`src/rtl/core/rss_pkg.sv`:
```
// Shared types, tag constants and a helper for the save signature scan unit.
package rss_pkg;

    // One input item and one result item
    typedef struct packed {
        logic [31:0] rom_word;
        logic        is_last;
    } t_in;

    typedef struct packed {
        logic [1:0]  save_kind;
        logic [17:0] flash_bytes;
        logic        rtc_present;
    } t_out;

    // Detected kind while scanning
    typedef enum logic [2:0] {
        KIND_NOTHING = 3'd0,
        KIND_EEPROM  = 3'd1,
        KIND_SRAM    = 3'd2,
        KIND_FLASH   = 3'd3,
        KIND_GFLASH  = 3'd4
    } t_kind;

    // Flash size codes
    localparam logic [1:0] SIZE_32K  = 2'd0;
    localparam logic [1:0] SIZE_64K  = 2'd1;
    localparam logic [1:0] SIZE_128K = 2'd2;

    // Reported save kinds
    localparam logic [1:0] SAVE_EEPROM = 2'd0;
    localparam logic [1:0] SAVE_SRAM   = 2'd1;
    localparam logic [1:0] SAVE_FLASH  = 2'd2;
    localparam logic [1:0] SAVE_NONE   = 2'd3;

    // Backup sizes in bytes
    localparam logic [17:0] BYTES_32K  = 18'h08000;
    localparam logic [17:0] BYTES_64K  = 18'h10000;
    localparam logic [17:0] BYTES_128K = 18'h20000;

    // Scan state carried from one position check to the next
    typedef struct packed {
        t_kind      kind;
        logic [1:0] size;
        logic       rtc;
    } t_scan_st;

    localparam t_scan_st SCAN_ST_RESET = '{kind: KIND_NOTHING, size: SIZE_64K, rtc: 1'b0};

    // Tags, byte zero in bits 7:0
    localparam logic [71:0] TAG_EEPROM   = 72'h00_00_5F4D4F_52504545;
    localparam logic [71:0] TAG_SRAM     = 72'h00_000000_5F_4D415253;
    localparam logic [71:0] TAG_FLASH1M  = 72'h00_5F4D3148_53414C46;
    localparam logic [71:0] TAG_FLASH512 = 72'h5F_32313548_53414C46;
    localparam logic [71:0] TAG_FLASH    = 72'h00_000000_48_53414C46;
    localparam logic [71:0] TAG_RTC      = 72'h00_565F4354_52494953;

    localparam logic [3:0] LEN_EEPROM   = 4'd7;
    localparam logic [3:0] LEN_SRAM     = 4'd5;
    localparam logic [3:0] LEN_FLASH1M  = 4'd8;
    localparam logic [3:0] LEN_FLASH512 = 4'd9;
    localparam logic [3:0] LEN_FLASH    = 4'd5;
    localparam logic [3:0] LEN_RTC      = 4'd8;

    // Compare the first len bytes of a 12-byte window with a tag
    function automatic logic tag_hit(input logic [95:0] bytes, input logic [71:0] tag,
                                     input logic [3:0] len);
        logic hit;
        hit = 1'b1;
        for (int i = 0; i < 9; i++) begin
            if ((4'(i) < len) && (bytes[8*i +: 8] != tag[8*i +: 8])) begin
                hit = 1'b0;
            end
        end
        return hit;
    endfunction

endpackage

```
`src/rtl/core/rss_check.sv`:
```
// One position check: tag compare and priority update of the scan state.
module rss_check (
    input  logic [95:0]       i_bytes,
    input  logic              i_has8,
    input  logic              i_has12,
    input  rss_pkg::t_scan_st i_st,
    output rss_pkg::t_scan_st o_st
);
    import rss_pkg::*;

    logic hit_eeprom;
    logic hit_sram;
    logic hit_flash1m;
    logic hit_flash512;
    logic hit_flash;
    logic hit_rtc;

    // Tag matches; a tag running past the available bytes never matches
    assign hit_eeprom   = i_has8  && tag_hit(i_bytes, TAG_EEPROM,   LEN_EEPROM);
    assign hit_sram     = i_has8  && tag_hit(i_bytes, TAG_SRAM,     LEN_SRAM);
    assign hit_flash1m  = i_has8  && tag_hit(i_bytes, TAG_FLASH1M,  LEN_FLASH1M);
    assign hit_flash512 = i_has12 && tag_hit(i_bytes, TAG_FLASH512, LEN_FLASH512);
    assign hit_flash    = i_has8  && tag_hit(i_bytes, TAG_FLASH,    LEN_FLASH);
    assign hit_rtc      = i_has8  && tag_hit(i_bytes, TAG_RTC,      LEN_RTC);

    // First matching tag wins, then the kind decides whether it takes effect
    always_comb begin
        o_st = i_st;
        if (hit_eeprom) begin
            if (i_st.kind inside {KIND_NOTHING, KIND_GFLASH}) begin
                o_st.kind = KIND_EEPROM;
            end
        end else if (hit_sram) begin
            if (i_st.kind inside {KIND_NOTHING, KIND_EEPROM, KIND_GFLASH}) begin
                o_st.kind = KIND_SRAM;
                o_st.size = SIZE_32K;
            end
        end else if (hit_flash1m) begin
            if (i_st.kind == KIND_NOTHING) begin
                o_st.kind = KIND_FLASH;
                o_st.size = SIZE_128K;
            end
        end else if (hit_flash512) begin
            if (i_st.kind == KIND_NOTHING) begin
                o_st.kind = KIND_FLASH;
                o_st.size = SIZE_64K;
            end
        end else if (hit_flash) begin
            if (i_st.kind == KIND_NOTHING) begin
                o_st.kind = KIND_GFLASH;
                o_st.size = SIZE_64K;
            end
        end else if (hit_rtc) begin
            o_st.rtc = 1'b1;
        end
    end

endmodule

```
`src/rtl/core/rss_scan.sv`:
```
// Word window, scan state registers and result formatting.
module rss_scan (
    input  logic          i_clk,
    input  logic          i_rst_n,
    input  logic          i_step,
    input  logic [31:0]   i_word,
    input  logic          i_last,
    output rss_pkg::t_out o_res
);
    import rss_pkg::*;

    logic [31:0] r_win0;
    logic [31:0] r_win1;
    logic [1:0]  r_fill;
    t_scan_st    r_st;

    logic [31:0] n_win0;
    logic [31:0] n_win1;
    logic [1:0]  n_fill;
    t_scan_st    n_st;

    logic        full;
    logic        two;
    logic [31:0] buf0;
    logic [31:0] buf1;
    logic [31:0] buf2;
    t_scan_st    st_a;
    t_scan_st    st_b;

    // Assemble the window: stored words followed by the new word
    assign full = (r_fill >= 2'd2);
    assign two  = (r_fill == 2'd1);
    assign buf0 = (r_fill == 2'd0) ? i_word : r_win0;
    assign buf1 = full ? r_win1 : (two ? i_word : 32'h0);
    assign buf2 = full ? i_word : 32'h0;

    // Check at the window head, and on the last item the next position too
    rss_check u_check_a (
        .i_bytes (96'({buf2, buf1, buf0})),
        .i_has8  (full || two),
        .i_has12 (full),
        .i_st    (r_st),
        .o_st    (st_a)
    );

    rss_check u_check_b (
        .i_bytes (96'({32'h0, buf2, buf1})),
        .i_has8  (full),
        .i_has12 (1'b0),
        .i_st    (st_a),
        .o_st    (st_b)
    );

    // Next window and state
    always_comb begin
        n_win0 = r_win0;
        n_win1 = r_win1;
        n_fill = r_fill;
        n_st   = r_st;
        if (i_step) begin
            if (i_last) begin
                n_win0 = 32'h0;
                n_win1 = 32'h0;
                n_fill = 2'd0;
                n_st   = SCAN_ST_RESET;
            end else if (full) begin
                n_win0 = buf1;
                n_win1 = buf2;
                n_fill = 2'd2;
                n_st   = st_a;
            end else begin
                n_win0 = buf0;
                n_win1 = buf1;
                n_fill = two ? 2'd2 : 2'd1;
            end
        end
    end

    always_ff @(posedge i_clk) begin
        if (!i_rst_n) begin
            r_win0 <= 32'h0;
            r_win1 <= 32'h0;
            r_fill <= 2'd0;
            r_st   <= SCAN_ST_RESET;
        end else begin
            r_win0 <= n_win0;
            r_win1 <= n_win1;
            r_fill <= n_fill;
            r_st   <= n_st;
        end
    end

    // Result fields from the final state
    always_comb begin
        case (st_b.kind)
            KIND_EEPROM: o_res.save_kind = SAVE_EEPROM;
            KIND_SRAM:   o_res.save_kind = SAVE_SRAM;
            KIND_FLASH:  o_res.save_kind = SAVE_FLASH;
            KIND_GFLASH: o_res.save_kind = SAVE_FLASH;
            default:     o_res.save_kind = SAVE_NONE;
        endcase
        case (st_b.size)
            SIZE_32K:  o_res.flash_bytes = BYTES_32K;
            SIZE_128K: o_res.flash_bytes = BYTES_128K;
            default:   o_res.flash_bytes = BYTES_64K;
        endcase
        o_res.rtc_present = st_b.rtc;
    end

    // The window never claims three words
    a_fill_range: assert property (@(posedge i_clk) disable iff (!i_rst_n)
        r_fill != 2'd3)
        else $error("window fill out of range");

    // A last item leaves the scan in its reset state
    a_last_clears: assert property (@(posedge i_clk) disable iff (!i_rst_n)
        (i_step && i_last) |=> (r_fill == 2'd0 && r_st == SCAN_ST_RESET))
        else $error("scan state not cleared after last item");

endmodule

```
`src/rtl/core/rom_save_signature_scan_unit.sv`:
```
// Top level of the save signature scan unit: input register, scan, result register.
//
// Takes a cartridge image as 32-bit little-endian words, one item per cycle, and
// looks for the save-type tags at every word-aligned position using a three-word
// window. One result (save kind, flash size, RTC flag) is registered once the item
// marked last leaves the input register; all other items produce nothing. Sustained
// rate is one item per cycle: the tag compare and priority update for a word sit
// between the input register and the window/state registers. An input item marked
// last waits in the input register only while a previous result is held by a stalled
// output. After the result the unit is back in its reset state for the next image.
module rom_save_signature_scan_unit (
    input  logic          i_clk,
    input  logic          i_rst_n,
    input  logic          i_in_valid,
    output logic          o_in_stall,
    input  rss_pkg::t_in  i_in_data,
    output logic          o_out_valid,
    input  logic          i_out_stall,
    output rss_pkg::t_out o_out_data
);
    import rss_pkg::*;

    logic r_in_valid;
    t_in  r_in;
    logic r_out_valid;
    t_out r_out;

    logic n_in_valid;
    logic n_out_valid;

    logic accept;
    logic adv;
    logic step;
    t_out res;

    // Handshake: a held item moves on unless it needs a busy result register
    assign adv        = !r_in.is_last || !r_out_valid || !i_out_stall;
    assign o_in_stall = r_in_valid && !adv;
    assign accept     = i_in_valid && !o_in_stall;
    assign step       = r_in_valid && adv;

    // Input register
    always_comb begin
        n_in_valid = r_in_valid;
        if (accept) begin
            n_in_valid = 1'b1;
        end else if (adv) begin
            n_in_valid = 1'b0;
        end
    end

    always_ff @(posedge i_clk) begin
        if (!i_rst_n) begin
            r_in_valid <= 1'b0;
        end else begin
            r_in_valid <= n_in_valid;
        end
    end

    always_ff @(posedge i_clk) begin
        if (accept) begin
            r_in <= i_in_data;
        end
    end

    // Window, tag checks and scan state
    rss_scan u_scan (
        .i_clk   (i_clk),
        .i_rst_n (i_rst_n),
        .i_step  (step),
        .i_word  (r_in.rom_word),
        .i_last  (r_in.is_last),
        .o_res   (res)
    );

    // Result register
    always_comb begin
        n_out_valid = r_out_valid;
        if (step && r_in.is_last) begin
            n_out_valid = 1'b1;
        end else if (!i_out_stall) begin
            n_out_valid = 1'b0;
        end
    end

    always_ff @(posedge i_clk) begin
        if (!i_rst_n) begin
            r_out_valid <= 1'b0;
        end else begin
            r_out_valid <= n_out_valid;
        end
    end

    always_ff @(posedge i_clk) begin
        if (step && r_in.is_last) begin
            r_out <= res;
        end
    end

    assign o_out_valid = r_out_valid;
    assign o_out_data  = r_out;

    // A result appears only after a last item left the input register
    a_result_source: assert property (@(posedge i_clk) disable iff (!i_rst_n)
        $rose(r_out_valid) |-> $past(r_in_valid && r_in.is_last))
        else $error("result without a last item");

    // A last item never overwrites a stalled result
    a_no_overwrite: assert property (@(posedge i_clk) disable iff (!i_rst_n)
        (r_out_valid && i_out_stall && r_in_valid && r_in.is_last) |-> o_in_stall)
        else $error("last item advanced over a stalled result");

    // Reported size is always one of the three backup sizes
    a_size_legal: assert property (@(posedge i_clk) disable iff (!i_rst_n)
        r_out_valid |-> (r_out.flash_bytes == BYTES_32K || r_out.flash_bytes == BYTES_64K
                         || r_out.flash_bytes == BYTES_128K))
        else $error("illegal flash size in result");

endmodule

```
`config.mk`:
```
export PLATFORM = sky130hd
export DESIGN_NAME = rom_save_signature_scan_unit
export DESIGN_NICKNAME = d
export VERILOG_FILES = /design/src/rtl/core/rss_pkg.sv /design/src/rtl/core/rss_check.sv /design/src/rtl/core/rss_scan.sv /design/src/rtl/core/rom_save_signature_scan_unit.sv
export SDC_FILE = /design/constraint.sdc
export NUM_CORES = 1
export LEC_CHECK = 0
export ABC_AREA = 1
export BUFFER_PORTS_ARGS = -buffer_cell sky130_fd_sc_hd__buf_4
export CAP_MARGIN = 10
export CORE_ASPECT_RATIO = 1.4
export CORE_MARGIN = 2
export CORE_UTILIZATION = 51
export DETAILED_ROUTE_END_ITERATION = 10
export GPL_TIMING_DRIVEN = 0
export PLACE_DENSITY = 0.7
export SYNTH_ARGS = -nofsm -noshare
export SYNTH_HDL_FRONTEND = slang
export SYNTH_SLANG_ARGS = --single-unit
export TNS_END_PERCENT = 30
```
`constraint.sdc`:
```
create_clock -name i_clk -period 3.4 [get_ports i_clk]
set_input_delay 0.68 -clock i_clk [delete_from_list [all_inputs] [get_ports i_clk]]
set_output_delay 0.68 -clock i_clk [all_outputs]
set_load 0.05 [all_outputs]
```
# Word-level counts from Yosys, hierarchy flattened
# Cells that the tools add are included.
[op_classes]
eq_ne = 62
magnitude_cmp = 1
n_reduce_logical = 35
muxes = 106
[ops]
columns = ["cell", "count"]
rows = [
  ["8-bit by 7-bit != test with 1-bit output, second input constant", 46],
  ["32-bit two-way mux", 8],
  ["1-bit two-way mux", 71],
  ["5-bit two-way mux", 14],
  ["8-bit by 6-bit != test with 1-bit output, second input constant", 5],
  ["18-bit one-hot mux with 2 select lines", 1],
  ["3-bit two-way mux", 6],
  ["1-bit logical AND", 15],
  ["6-bit two-way mux", 2],
  ["3-bit by 1-bit == test with 1-bit output, second input constant", 3],
  ["3-bit == test, second input constant", 3],
  ["2-bit nonzero test", 4],
  ["3-bit by 2-bit == test with 1-bit output, second input constant", 2],
  ["3-bit zero test", 2],
  ["2-bit two-way mux", 3],
  ["2-bit one-hot mux with 3 select lines", 1],
  ["3-bit nonzero test", 2],
  ["1-bit zero test", 5],
  ["2-bit zero test", 2],
  ["1-bit logical OR", 3],
  ["2-bit by 1-bit == test with 1-bit output, second input constant", 1],
  ["2-bit == test, second input constant", 1],
  ["2-bit greater-or-equal comparator, second input constant", 1],
  ["2-bit by 1-bit != test with 1-bit output, second input constant", 1],
  ["other kinds (2)", 2],
]
[totals]
register_bits = 128
out_inout_bits = 23
elab_cells = 217
inputBits = 37

# Logic depth before layout (Yosys ltp)
# Gate-level depths: netlist of run 1.
[depth]
depth_word = 26
mapped_depth = 24
mapped_depth_nobuf = 23

# By module
# A second synthesis of run 1 with hierarchy kept.
[hier_totals]
cells_unflattened = 1285
area_unflattened_um2 = 8246.7
[by_module_without_submodules]
columns = ["module", "area_per_inst_um2", "cells_each", "seq_area_each_um2", "n_inst"]
rows = [
  ["rss_scan", 4337.9, 722, 1441.4, 1],
  ["rom_save_signature_scan_unit", 1731.7, 73, 1661.6, 1],
  ["rss_check at u_scan.u_check_b", 1154.9, 257, 0.0, 1],
  ["rss_check at u_scan.u_check_a", 1022.2, 233, 0.0, 1],
]

# Least setup slack after synthesis of run 1
# No wires, ideal clock.
[synth_timing]
kind = "input-to-reg"
from = "input port i_out_stall"
to = "register r_in[0] (netlist bit), enable pin"
path_stages = 5
n_path_buf = 0
slack_ps = 422
t_required_ps = 2977
t_arrival_ps = 2554
setup_ps = 423
cell_sequence = "nand2_1 inv_1 nand3_1 inv_1 nor2_1"
[synth_between]
elab_chain_cells = 6
[synth_rtl]
columns = ["element", "line_no", "text"]
rows = [
  ["from (decl)", "rom_save_signature_scan_unit.sv:18", "input logic i_out_stall,"],
  ["1-bit zero test", "--", ""],
  ["1-bit logical OR", "rom_save_signature_scan_unit.sv:37", "assign adv = !r_in.is_last || !r_out_valid || !i_out_stall;"],
  ["1-bit zero test", "rom_save_signature_scan_unit.sv:38", "assign o_in_stall = r_in_valid && !adv;"],
  ["1-bit logical AND", "rom_save_signature_scan_unit.sv:38", ""],
  ["via o_in_stall", "rom_save_signature_scan_unit.sv:15", "output logic o_in_stall,"],
  ["1-bit zero test", "rom_save_signature_scan_unit.sv:39", "assign accept = i_in_valid && !o_in_stall;"],
  ["1-bit logical AND", "rom_save_signature_scan_unit.sv:39", ""],
  ["via accept", "rom_save_signature_scan_unit.sv:31", "logic accept;"],
  ["to (signal assigned)", "rom_save_signature_scan_unit.sv:62", "r_in <= i_in_data;"],
  ["to (decl)", "rom_save_signature_scan_unit.sv:24", "t_in r_in;"],
]
# The timed path passes the listed nets, and every way through them passes these cells.
# A chain may end at the register's enable or synchronous reset.

==> results_dict.tcl, run 1 <==
set metrics [dict create \
    status "completed" \
    peakVddDrop_v 0.000583 \
    antenna_left 0 \
    power.density_nw_per_um2 459 \
    fin_skew_ns 0.00994 \
    drc 0 \
    synth.area.top_cells "dfxtp_1, nand2_1, edfxtp_1, nand3_1, inv_1" \
    p_int_w 0.00278 \
    synth_most_common_cell "nand2_1" \
    post_cts_buffers 0 \
    drt-initial-drc-count 847 \
    finalCritPeriodShare 0.937 \
    use_met2 0.617 \
    synthCells 1084 \
    wirelength_mm 27.4 \
    viasPerCell 5.74 \
    yosys.area_share.simple 0.400 \
    fp.dieW_microns 102 \
    hold_class "input port to flip-flop" \
    die_area_sq_um 14500 \
    gp_congestion 1.08 \
    grt_max_degree 34 \
    cp-end-kind "flip-flop" \
    grt_usage 0.392 \
    dp_slack_ns -0.157 \
    cts_buffers 17 \
    synthArstFlopShare 0 \
    leakage_nw 3.38 \
    ys_seq_area_frac 0.384 \
    setup-violations-final 0 \
    vias 7785 \
    synth_xor_xnor_area_share 0 \
    cp.arrival_ns 3.37 \
    min_period_ns 3.19 \
    numPortBuffers 44 \
    comb_power_share 0.111 \
    synthAdderAreaFrac 0 \
    insertion_delay_ns 0.42 \
    syn-cell-area_sq_um 6910 \
    ys.flop_type "dfxtp_1" \
    cts_max_level 4 \
    synth_top_cell_by_area "dfxtp_1" \
    p_sw_frac 0.275 \
    fmax_mhz 314 \
    cts_hold_buf 0 \
    cts_sinks 113 \
    clockBufferDepth 2 \
    die_h_microns 142 \
    finalNonFillerCells 1356 \
    netlist_top_cells_count "nand2_1, inv_1, nor2_1" \
    muxShareOfSynthArea 0 \
    synth_top_area_share 0.214 \
    grt_pass1_vias 7303 \
    initial_core_util 0.519 \
    clk_pin_slew_ns 0.06 \
    cts_tree "built" \
    finalHoldViolCount 0 \
    maxCapViolations 0 \
    multi_input_area_sq_um 3730 \
    synth_edf_count 39 \
    antenna_found_initial 0 \
    synth.distinct_cells 33 \
    maxSlewViolCount 0 \
    grt.busiest_layer "met2" \
    p_clk_frac 0.500 \
    seqCellArea_sq_um 2660 \
    core_sq_um 13300 \
    synth_compound_area_frac 0.106 \
    worst_pin_slew_ns 0.895 \
    area_growth_pct 20.8 \
    synth_top_family_by_area "simple AND/OR/NAND/NOR gates" \
    worstSetupPathType "flip-flop to flip-flop" \
    fill_cells 1315 \
    grt-ovfl-total 0 \
    pwr-share-seq 0.389 \
    cp.required_ns 3.58 \
    placedCellCount 1324 \
    met3_usage 0.0966 \
    drive_above_1_share 0.137 \
    antennaDiodeCount 0 \
    syn_avg_cell_area_sq_um 6.38 \
    worst_slack_ns 0.213 \
    holdWs_ns 0.427 \
    rows 50 \
    synth-seq-cells 113 \
    drt-pass1-iter-count 6 \
    slew_headroom 0.402 \
    grt_pass1_wl_mm 41.3 \
    pin_count 60 \
    post-dp-hpwl_mm 20.9 \
    wire_per_inst_microns 20.2 \
    nets 1198 \
    design_power_total_w 0.00383 \
    crit_fanout 10 \
    synth_warnings 0 \
    grt.met1_usage 0.450 \
    cp-start-kind "flip-flop" \
    switchingPower_w 0.00105 \
    clockRootBuffer "clkbuf_16" \
]
## worst paths after layout
path,startpoint,to,slack [ns],cells after the start
max reg2reg,u_scan.r_fill[0],o_out_data[16],0.21,22
min reg2reg,u_scan.r_win1[24],u_scan.r_win1[24],0.46,2
max,u_scan.r_fill[0],o_out_data[16],0.21,22
min,i_in_data[12],r_in[12],0.43,1
## worst max-delay path, stage by stage, from the launching register on
cell	delay, ns
dfxtp_2	0.44
inv_2	0.09
nand2_2	0.11
buf_4	0.23
nand2_1	0.09
nand2_1	0.17
nand2_1	0.19
nor2_1	0.18
nand2_1	0.12
nor2_1	0.12
nand3_1	0.14
a21oi_1	0.16
nand2_1	0.07
nand2_1	0.07
nand2_1	0.06
nand2_2	0.10
nand2_1	0.06
nand3_1	0.10
nand2_1	0.09
a21oi_2	0.22
inv_2	0.04
nand2_1	0.06
inv_1	0.04
## flip-flops by register name, summed over array words and instances, names as in the netlist
signal and cells:
r_in_valid 1, r_in 33, o_out_data 6, u_scan.r_fill 2
u_scan.r_win1 32, o_out_valid 1, u_scan.r_st 6, u_scan.r_win0 32
## timing repair
item                       in CTS  in global routing
setup endpoints to repair       4                  5
resized for setup               5                 51
pin swaps                       0                  1
## power by group through the flow
stage | logic [W] | registers (W) | clock network (W)
after floorplan | 0.000262 | 0.00150 | 0
after global placement | 0.000394 | 0.00151 | 0
after detailed placement | 0.000398 | 0.00151 | 0
after CTS | 0.000400 | 0.00149 | 0.00192
after global routing | 0.000458 | 0.00149 | 0.00198
final | 0.000426 | 0.00149 | 0.00192
## final cells by class
class	instances	area share
multi-input cells	808	0.447
flip-flops and latches	113	0.318
clock buffers	20	0.0560
inverters	117	0.0529
plain buffers	60	0.0406
repair buffers	44	0.0396
well taps	182	0.0273
clock inverters	12	0.0186
## placed cells by master, fill, tap and decap left out, types with 8 or more instances in the layout
cell / count
o21ai_1: 8
clkbuf_1: 19
conb_1: 15
nand3_1: 96
inv_1: 109
edfxtp_1: 39
o21ai_0: 42
nor2_1: 88
nor3_1: 21
clkbuf_16: 18
nor2_2: 10
dfxtp_1: 72
buf_4: 63
buf_1: 8
a21oi_1: 77
nand2_1: 363
nand4_1: 30
nor4_1: 13
## cells by family (layout without fill, tap and decap cells)
family          Yosys count  after routing
other cells               1             15
buf+inv                 177            253
compound gates          141            141
simple gates            652            652
flops                   113            113
## metrics by stage
stage	utilization	TNS [ns]	instance area, sq um
finish	0.627	0	8350
global route	0.627	-0.00370	8350
CTS	0.614	0	8180
detailed placement	0.565	-0.521	7530
global placement	0.565	-1.67	7520
floorplan	-	0	6970
## per-layer routing
layer | vias up | share of wire | wire, microns
met5 | - | 0 | 0
met4 | 0 | 0.098 | 2680
met3 | 153 | 0.088 | 2410
met2 | 428 | 0.46 | 12500
met1 | 3535 | 0.36 | 9770
li1 | 3669 | - | -
No activity file was read; power rests on OpenSTA's default activity.
==> run 2: changes to the inputs <==
GPL_TIMING_DRIVEN = not set   (was 0)
PLACE_DENSITY = 0.69   (was 0.7)
SYNTH_HIERARCHICAL = 1   (was not set)
==> run 2 against run 1 <==
  * Routed wire length fell by 7.7%
  * Clock-buffer cell count rose by 2
  * Clock power is 11% lower
  * Critical endpoint is now o_out_data[19]
  * Highest routed layer unchanged
==> results_dict.tcl, run 2 <==
set metrics [dict create \
    slowest_delay_ns 0.43 \
    slew_headroom 0.341 \
    drt-pass1-iter-count 6 \
    drt-initial-drc-count 602 \
    synth_most_common_cell "nand2_1" \
    cp.required_ns 3.67 \
    timing.rr.start "u_scan/r_fill[1]" \
    worstSetupPathType "flip-flop to flip-flop" \
    netlist_top_cells_count "nand2_1, inv_1, nor2_1" \
    setup-violations-final 0 \
    wirelength_mm 25.3 \
    finalNonFillerCells 1610 \
    antennaDiodeCount 0 \
    post-dp-hpwl_mm 18.1 \
    reg.largest.list "r_in: 33 flops, u_scan/r_win0: 32 flops, u_scan/r_win1: 32 flops" \
    cp-end-kind "flip-flop" \
    syn-cell-area_sq_um 8250 \
    fmax_mhz 309 \
    nets 1435 \
    worst_pin_slew_ns 0.986 \
    numPortBuffers 59 \
    hp-start "i_in_data[7]" \
    cts_max_level 4 \
    cts_sinks 128 \
    peakVddDrop_v 0.000338 \
    grt_pass1_vias 7643 \
    critPathMostFrequentCell "nand2_1" \
    synthArstFlopShare 0 \
    grt_usage 0.281 \
    drive_above_1_share 0.168 \
    ys_seq_area_frac 0.376 \
    clockBufferDepth 2 \
    fp.dieW_microns 111 \
    wire_per_inst_microns 15.7 \
    most-common-layout-cells "nand2_1, inv_1, buf_4, nor2_1, nand3_1" \
    synth_warnings 6 \
    synth_edf_count 54 \
    r2r_end "o_out_data[19]" \
    status "completed" \
    cp-start-kind "flip-flop" \
    final_common_cell "nand2_1" \
    regToRegSetupSlack_ns 0.16 \
    viasPerCell 5.19 \
    top_register "r_in" \
    synth.distinct_cells 41 \
    insertion_delay_ns 0.43 \
    power.density_nw_per_um2 388 \
    crit_buf_inv 4 \
    path_cells "nor2_4 > buf_4 > clkbuf_16 > nand2_1 > and2_1 > nand2_1 > nor2_1 > nand2_1 > nor2_2 > nand3_2 > or2_4 > nand2_1 > nand3_1 > inv_1 > nand2_2 > buf_4 > nor3_2 > nand2_1 > a21oi_2 > mux2i_1" \
    finalHoldViolCount 0 \
    grt_max_degree 67 \
    cts_buffers 17 \
    initial_core_util 0.517 \
    hold_end "r_in[7]" \
    path_delay_family "simple AND/OR/NAND/NOR gates" \
    cts_tree "built" \
    clk_pin_slew_ns 0.06 \
    finalCritPeriodShare 0.953 \
    synth_top_cell_by_area "edfxtp_1" \
    hold_class "input port to flip-flop" \
    maxSlewViolCount 0 \
    synth_top_area_share 0.197 \
    reg2regPathDepth 20 \
    pin_count 60 \
    slowest_stage "dfxtp_4" \
    drc 0 \
    core_sq_um 16000 \
    leakage_nw 4.39 \
    largest_reg_flops 33 \
    min_period_ns 3.24 \
    placedCellCount 1562 \
    synth.area.top_cells "edfxtp_1, nand2_1, dfxtp_1, inv_1, nand3_1" \
    cts_hold_buf 0 \
    antenna_found_initial 0 \
    syn_avg_cell_area_sq_um 6.42 \
    die_area_sq_um 17200 \
    antenna_left 0 \
    crit_fanout 9 \
    synth-seq-cells 128 \
    area_growth_pct 21.8 \
    fill_cells 1554 \
    clockRootBuffer "clkbuf_16" \
    maxCapViolations 0 \
    min_path_cells 1 \
    tns_ns 0 \
    grt_pass1_wl_mm 38.1 \
    cp.arrival_ns 3.51 \
    gp_congestion 1.03 \
    die_h_microns 154 \
    synthCells 1285 \
    grt-ovfl-total 0 \
    vias 8354 \
    holdWs_ns 0.423 \
    rows 55 \
    fin_skew_ns 0.0166 \
    ys.flop_type "dfxtp_1" \
]
==> run 2: changes by cell type after synthesis, sizes merged, moves of 3 or more <==
| cell | previous run | this run |
|---|---|---|
| inv | 115 | 212 |
| nand2 | 370 | 416 |
| nor2 | 105 | 144 |
| and2 | 2 | 32 |
| o21ai | 57 | 39 |
| edfxtp | 39 | 54 |
| nand4 | 30 | 15 |
| nand3 | 99 | 112 |
| nor4 | 16 | 5 |
| nor3 | 25 | 20 |
| a21oi | 78 | 81 |
| nand3b | 1 | 4 |
==> run 2: logic make-up (layout without fill, tap and decap cells) <==
logic type,count (synthesis),count (layout),synth area share
AND/OR/NAND/NOR,751,752,0.399
multiplexers,1,1,0.00121
buffers and inverters,278,373,0.143
flip-flops,128,128,0.376
other,1,31,0.000455
AO/OA/AOI/OAI,126,126,0.0797
==> run 2: power breakdown <==
part | internal, W | switching [W] | total, W | leakage [nW]
sequential | 0.00165 | 0.0000363 | 0.00169 | 1.11
combinational | 0.000186 | 0.000315 | 0.000500 | 3.02
clock | 0.00102 | 0.000684 | 0.00170 | 0.258
total | 0.00286 | 0.00104 | 0.00390 | 4.39
==> run 2: worst max-delay path by stage <==
stage                     start        endpoint  slack, ns  cells past startpoint
4_1_cts        u_scan/r_fill[1]  o_out_data[20]       0.01                     22
2_1_floorplan  u_scan/r_fill[1]  o_out_data[20]       0.32                     21
5_1_grt        u_scan/r_fill[1]  o_out_data[19]      -0.03                     20
3_5_place_dp   u_scan/r_fill[1]  o_out_data[20]       0.04                     22
6_report       u_scan/r_fill[1]  o_out_data[19]       0.16                     20
3_3_place_gp   u_scan/r_fill[1]  o_out_data[20]       0.08                     20
==> run 2: worst reg2reg max path, delay by kind of cell (launching register included) <==
family,cells,cell delay [ns]
DFF,1,0.43
AOI/OAI and AO/OA,1,0.19
and+or+nand+nor,14,1.67
muxes,1,0.22
buffers and inverters,4,0.55
==> run 2: area by class of cell <==
cell class / instances / area (sq um) / area share
Timing Repair Buffer: 125 / 1130 / 0.112
Multi-Input combinational cell: 910 / 4190 / 0.417
Sequential cell: 128 / 3110 / 0.310
Inverter: 216 / 826 / 0.0822
Tap cell: 199 / 249 / 0.0248
Clock buffer: 22 / 454 / 0.0452
Clock inverter: 10 / 88.8 / 0.00885
==> run 2: per-layer routing <==
layer	up-vias	global-route usage	wire [microns]
li1	4172	-	-
met1	3830	0.329	10100
met2	283	0.495	12600
met3	69	0.0447	1320
met4	0	0.143	1270
met5	-	0	0
==> run 2: timing repair <==
action | 4_1_cts | 5_1_grt
setup endpoints to repair | 0 | 5
gates resized for setup | 0 | 48
buffers inserted | 0 | 9
==> run 2: per-stage QoR <==
| step | utilization | instance area, sq um | worst slack (ns) | power (W) |
|---|---|---|---|---|
| finish | 0.629 | 10000 | 0.159 | 0.00390 |
| global placement | 0.573 | 9160 | 0.0782 | 0.00217 |
| floorplan | - | 8360 | 0.318 | 0.00202 |
| global route | 0.629 | 10000 | -0.0291 | 0.00404 |
| CTS | 0.607 | 9700 | 0.0103 | 0.00387 |
| detailed placement | 0.573 | 9160 | 0.0391 | 0.00217 |
==> run 3: changes to the inputs <==
ABC_AREA = not set   (was 1)
PLACE_DENSITY = 0.7   (was 0.69)
==> run 3 against run 2 <==
  * The run now ends with negative setup slack left
  * Clock-buffer cell count decreased by 3
  * Total power increased by 0.52%
  * Sequential share of layout area grew 1.5 points
  * Cell count is 29% lower
  * Register-to-register slack got worse by 0.26 ns
  * Global-route usage is 1.8 points higher
  * Sequential cell count unchanged
  * Critical path type unchanged
  * Largest cell class unchanged
  * Highest routed layer unchanged
==> results_dict.tcl, run 3 <==
set metrics [dict create \
    status "finished, violations left" \
    violations "negative setup slack" \
    grt_pass1_wl_mm 35.9 \
    p_clk_frac 0.451 \
    ys.flop_type "dfxtp_1" \
    top_register "r_in" \
    cp.arrival_ns 3.66 \
    drc 0 \
    synth_compound_area_frac 0.194 \
    cts_max_level 4 \
    final_common_cell "buf_4" \
    cp-start-kind "flip-flop" \
    maxSlewViolCount 0 \
    die_h_microns 147 \
    synth_top_cell_by_area "edfxtp_1" \
    p_sw_frac 0.244 \
    pwr-share-seq 0.433 \
    synthArstFlopShare 0 \
    nets 973 \
    vias 6833 \
    clk_pin_slew_ns 0.06 \
    synth_top_family_by_area "simple AND/OR/NAND/NOR gates" \
    slowest_delay_ns 0.55 \
    comb_power_share 0.116 \
    grt_pass1_vias 6849 \
    min_period_ns 3.50 \
    setup-violations-final 4 \
    fp.dieW_microns 106 \
    maxCapViolations 0 \
    insertion_delay_ns 0.42 \
    grt_usage 0.299 \
    numPortBuffers 59 \
    antennaDiodeCount 0 \
    synthCells 783 \
    most-common-layout-cells "buf_4, nand2_1, nor2b_1, dfxtp_1, edfxtp_1" \
    slew_headroom 0.276 \
    wire_per_inst_microns 19.9 \
    worst_pin_slew_ns 1.09 \
    worstSetupPathType "flip-flop to flip-flop" \
    placedCellCount 1099 \
    switchingPower_w 0.000956 \
    finalHoldViolCount 0 \
    antenna_left 0 \
    yosys.area_share.simple 0.318 \
    post-dp-hpwl_mm 16.0 \
    drt-pass1-iter-count 5 \
    netlist_top_cells_count "nand2_1, nor2b_1, dfxtp_1" \
    fin_skew_ns 0.00949 \
    synthAdderAreaFrac 0 \
    hold_class "input port to flip-flop" \
    crit_fanout 9 \
    synth_top_area_share 0.219 \
    grt-ovfl-total 0 \
    syn-cell-area_sq_um 7410 \
    fmax_mhz 286 \
    die_area_sq_um 15500 \
    cp.required_ns 3.57 \
    synth-seq-cells 128 \
    ys_seq_area_frac 0.419 \
    power.density_nw_per_um2 408 \
    reg.largest.list "r_in: 33 flops, u_scan/r_win0: 32 flops, u_scan/r_win1: 32 flops" \
    pin_count 60 \
    antenna_found_initial 0 \
    p_int_w 0.00296 \
    slowest_stage "or4b_4" \
    clockBufferDepth 2 \
    core_sq_um 14300 \
    finalCritPeriodShare 1.03 \
    cts_sinks 128 \
    synth_xor_xnor_area_share 0.00118 \
    synth.area.top_cells "edfxtp_1, dfxtp_1, nor2b_1, nand2_1, a32o_1" \
    drive_above_1_share 0.292 \
    synth_edf_count 54 \
    grt_max_degree 70 \
    finalNonFillerCells 1138 \
    cp-end-kind "flip-flop" \
    synth_most_common_cell "nand2_1" \
    gp_congestion 1.05 \
    synth.distinct_cells 64 \
    worst_slack_ns -0.0979 \
    muxShareOfSynthArea 0.00135 \
    cts_buffers 17 \
    syn_avg_cell_area_sq_um 9.47 \
    viasPerCell 6.00 \
    dp_slack_ns -0.200 \
    synth_warnings 6 \
    cts_tree "built" \
    largest_reg_flops 33 \
    path_cells "and2b_4 > a22o_1 > or4b_4 > or3_4 > nor2_2 > o211ai_1 > o211a_1 > nor3_4 > a31oi_1 > o31a_1 > a211oi_2 > xor2_1 > nand2b_1" \
    peakVddDrop_v 0.000345 \
    grt_setup_unrepaired "true" \
    clockRootBuffer "clkbuf_16" \
    rows 52 \
    drt-initial-drc-count 457 \
    wirelength_mm 22.6 \
    leakage_nw 3.75 \
    initial_core_util 0.518 \
    area_growth_pct 29.4 \
]
-- run 3: worst max-delay path: cells and delay by family (launching register included) --
| family | cells | cell delay, ns |
|---|---|---|
| AO/OA/AOI/OAI | 6 | 1.11 |
| XOR/XNOR | 1 | 0.18 |
| flip-flops | 1 | 0.37 |
| AND/OR/NAND/NOR | 6 | 1.56 |
-- run 3: stage by stage --
stage | power (W) | utilization | hold slack, ns | TNS (ns) | cell area [sq um]
final | 0.00392 | 0.670 | 0.432 | -0.329 | 9590
after global routing | 0.00406 | 0.670 | 0.411 | -1.18 | 9590
after CTS | 0.00393 | 0.660 | 0.405 | -0.191 | 9450
after detailed placement | 0.00214 | 0.606 | 0.477 | -0.697 | 8670
after global placement | 0.00213 | 0.606 | 0.472 | -0.488 | 8670
after floorplan | 0.00197 | - | 0.465 | -0.728 | 7510
-- run 3: kinds of logic (layout without fill, tap and decap cells) --
logic type,Yosys count,after routing
other,1,24
AOI/OAI and AO/OA,168,168
and+or+nand+nor,405,405
xor gates and xnor gates,1,1
DFF,128,128
buffers and inverters,79,222
muxes,1,1
-- run 3: layer usage --
metal	GRT usage	vias up	routed length (microns)
met1	0.344	3342	8970
met4	0.147	0	929
met5	0	-	0
li1	-	3205	-
met2	0.525	230	11700
met3	0.0607	56	1010
-- run 3: final timing paths --
kind | end | slack [ns] | cells past startpoint | startpoint
setup / recovery | o_out_data[20] | -0.1 | 13 | u_scan/r_fill[1]
hold / removal | r_in[9] | 0.43 | 1 | i_in_data[9]
setup reg to reg | o_out_data[20] | -0.1 | 13 | u_scan/r_fill[1]
hold reg to reg | u_scan/r_win0[5] | 0.49 | 1 | u_scan/r_win0[5]
-- run 3: cell type report --
type / count / area, sq um
fillers: 1160 / 4720
well taps: 189 / 236
multi-input cells: 599 / 4150
inverters: 5 / 21.3
repair buffers: 185 / 1500
clock buffers: 19 / 443
flip-flops and latches: 128 / 3110
clock inverters: 13 / 138
-- run 3: power groups by stage --
stage	Clock (W)	Combinational, W	Sequential [W]
finish	0.00177	0.000455	0.00169
global route	0.00187	0.000486	0.00170
CTS	0.00180	0.000441	0.00169
floorplan	0	0.000234	0.00174
global placement	0	0.000406	0.00172
detailed placement	0	0.000417	0.00172
-- run 3: what timing repair did --
item / 4_1_cts / 5_1_grt
hold buffers: 0 / 0
pin swaps: 12 / 12
cloned: 1 / 0
buffers inserted: 3 / 3
resized for setup: 33 / 26
setup endpoints to repair: 5 / 5
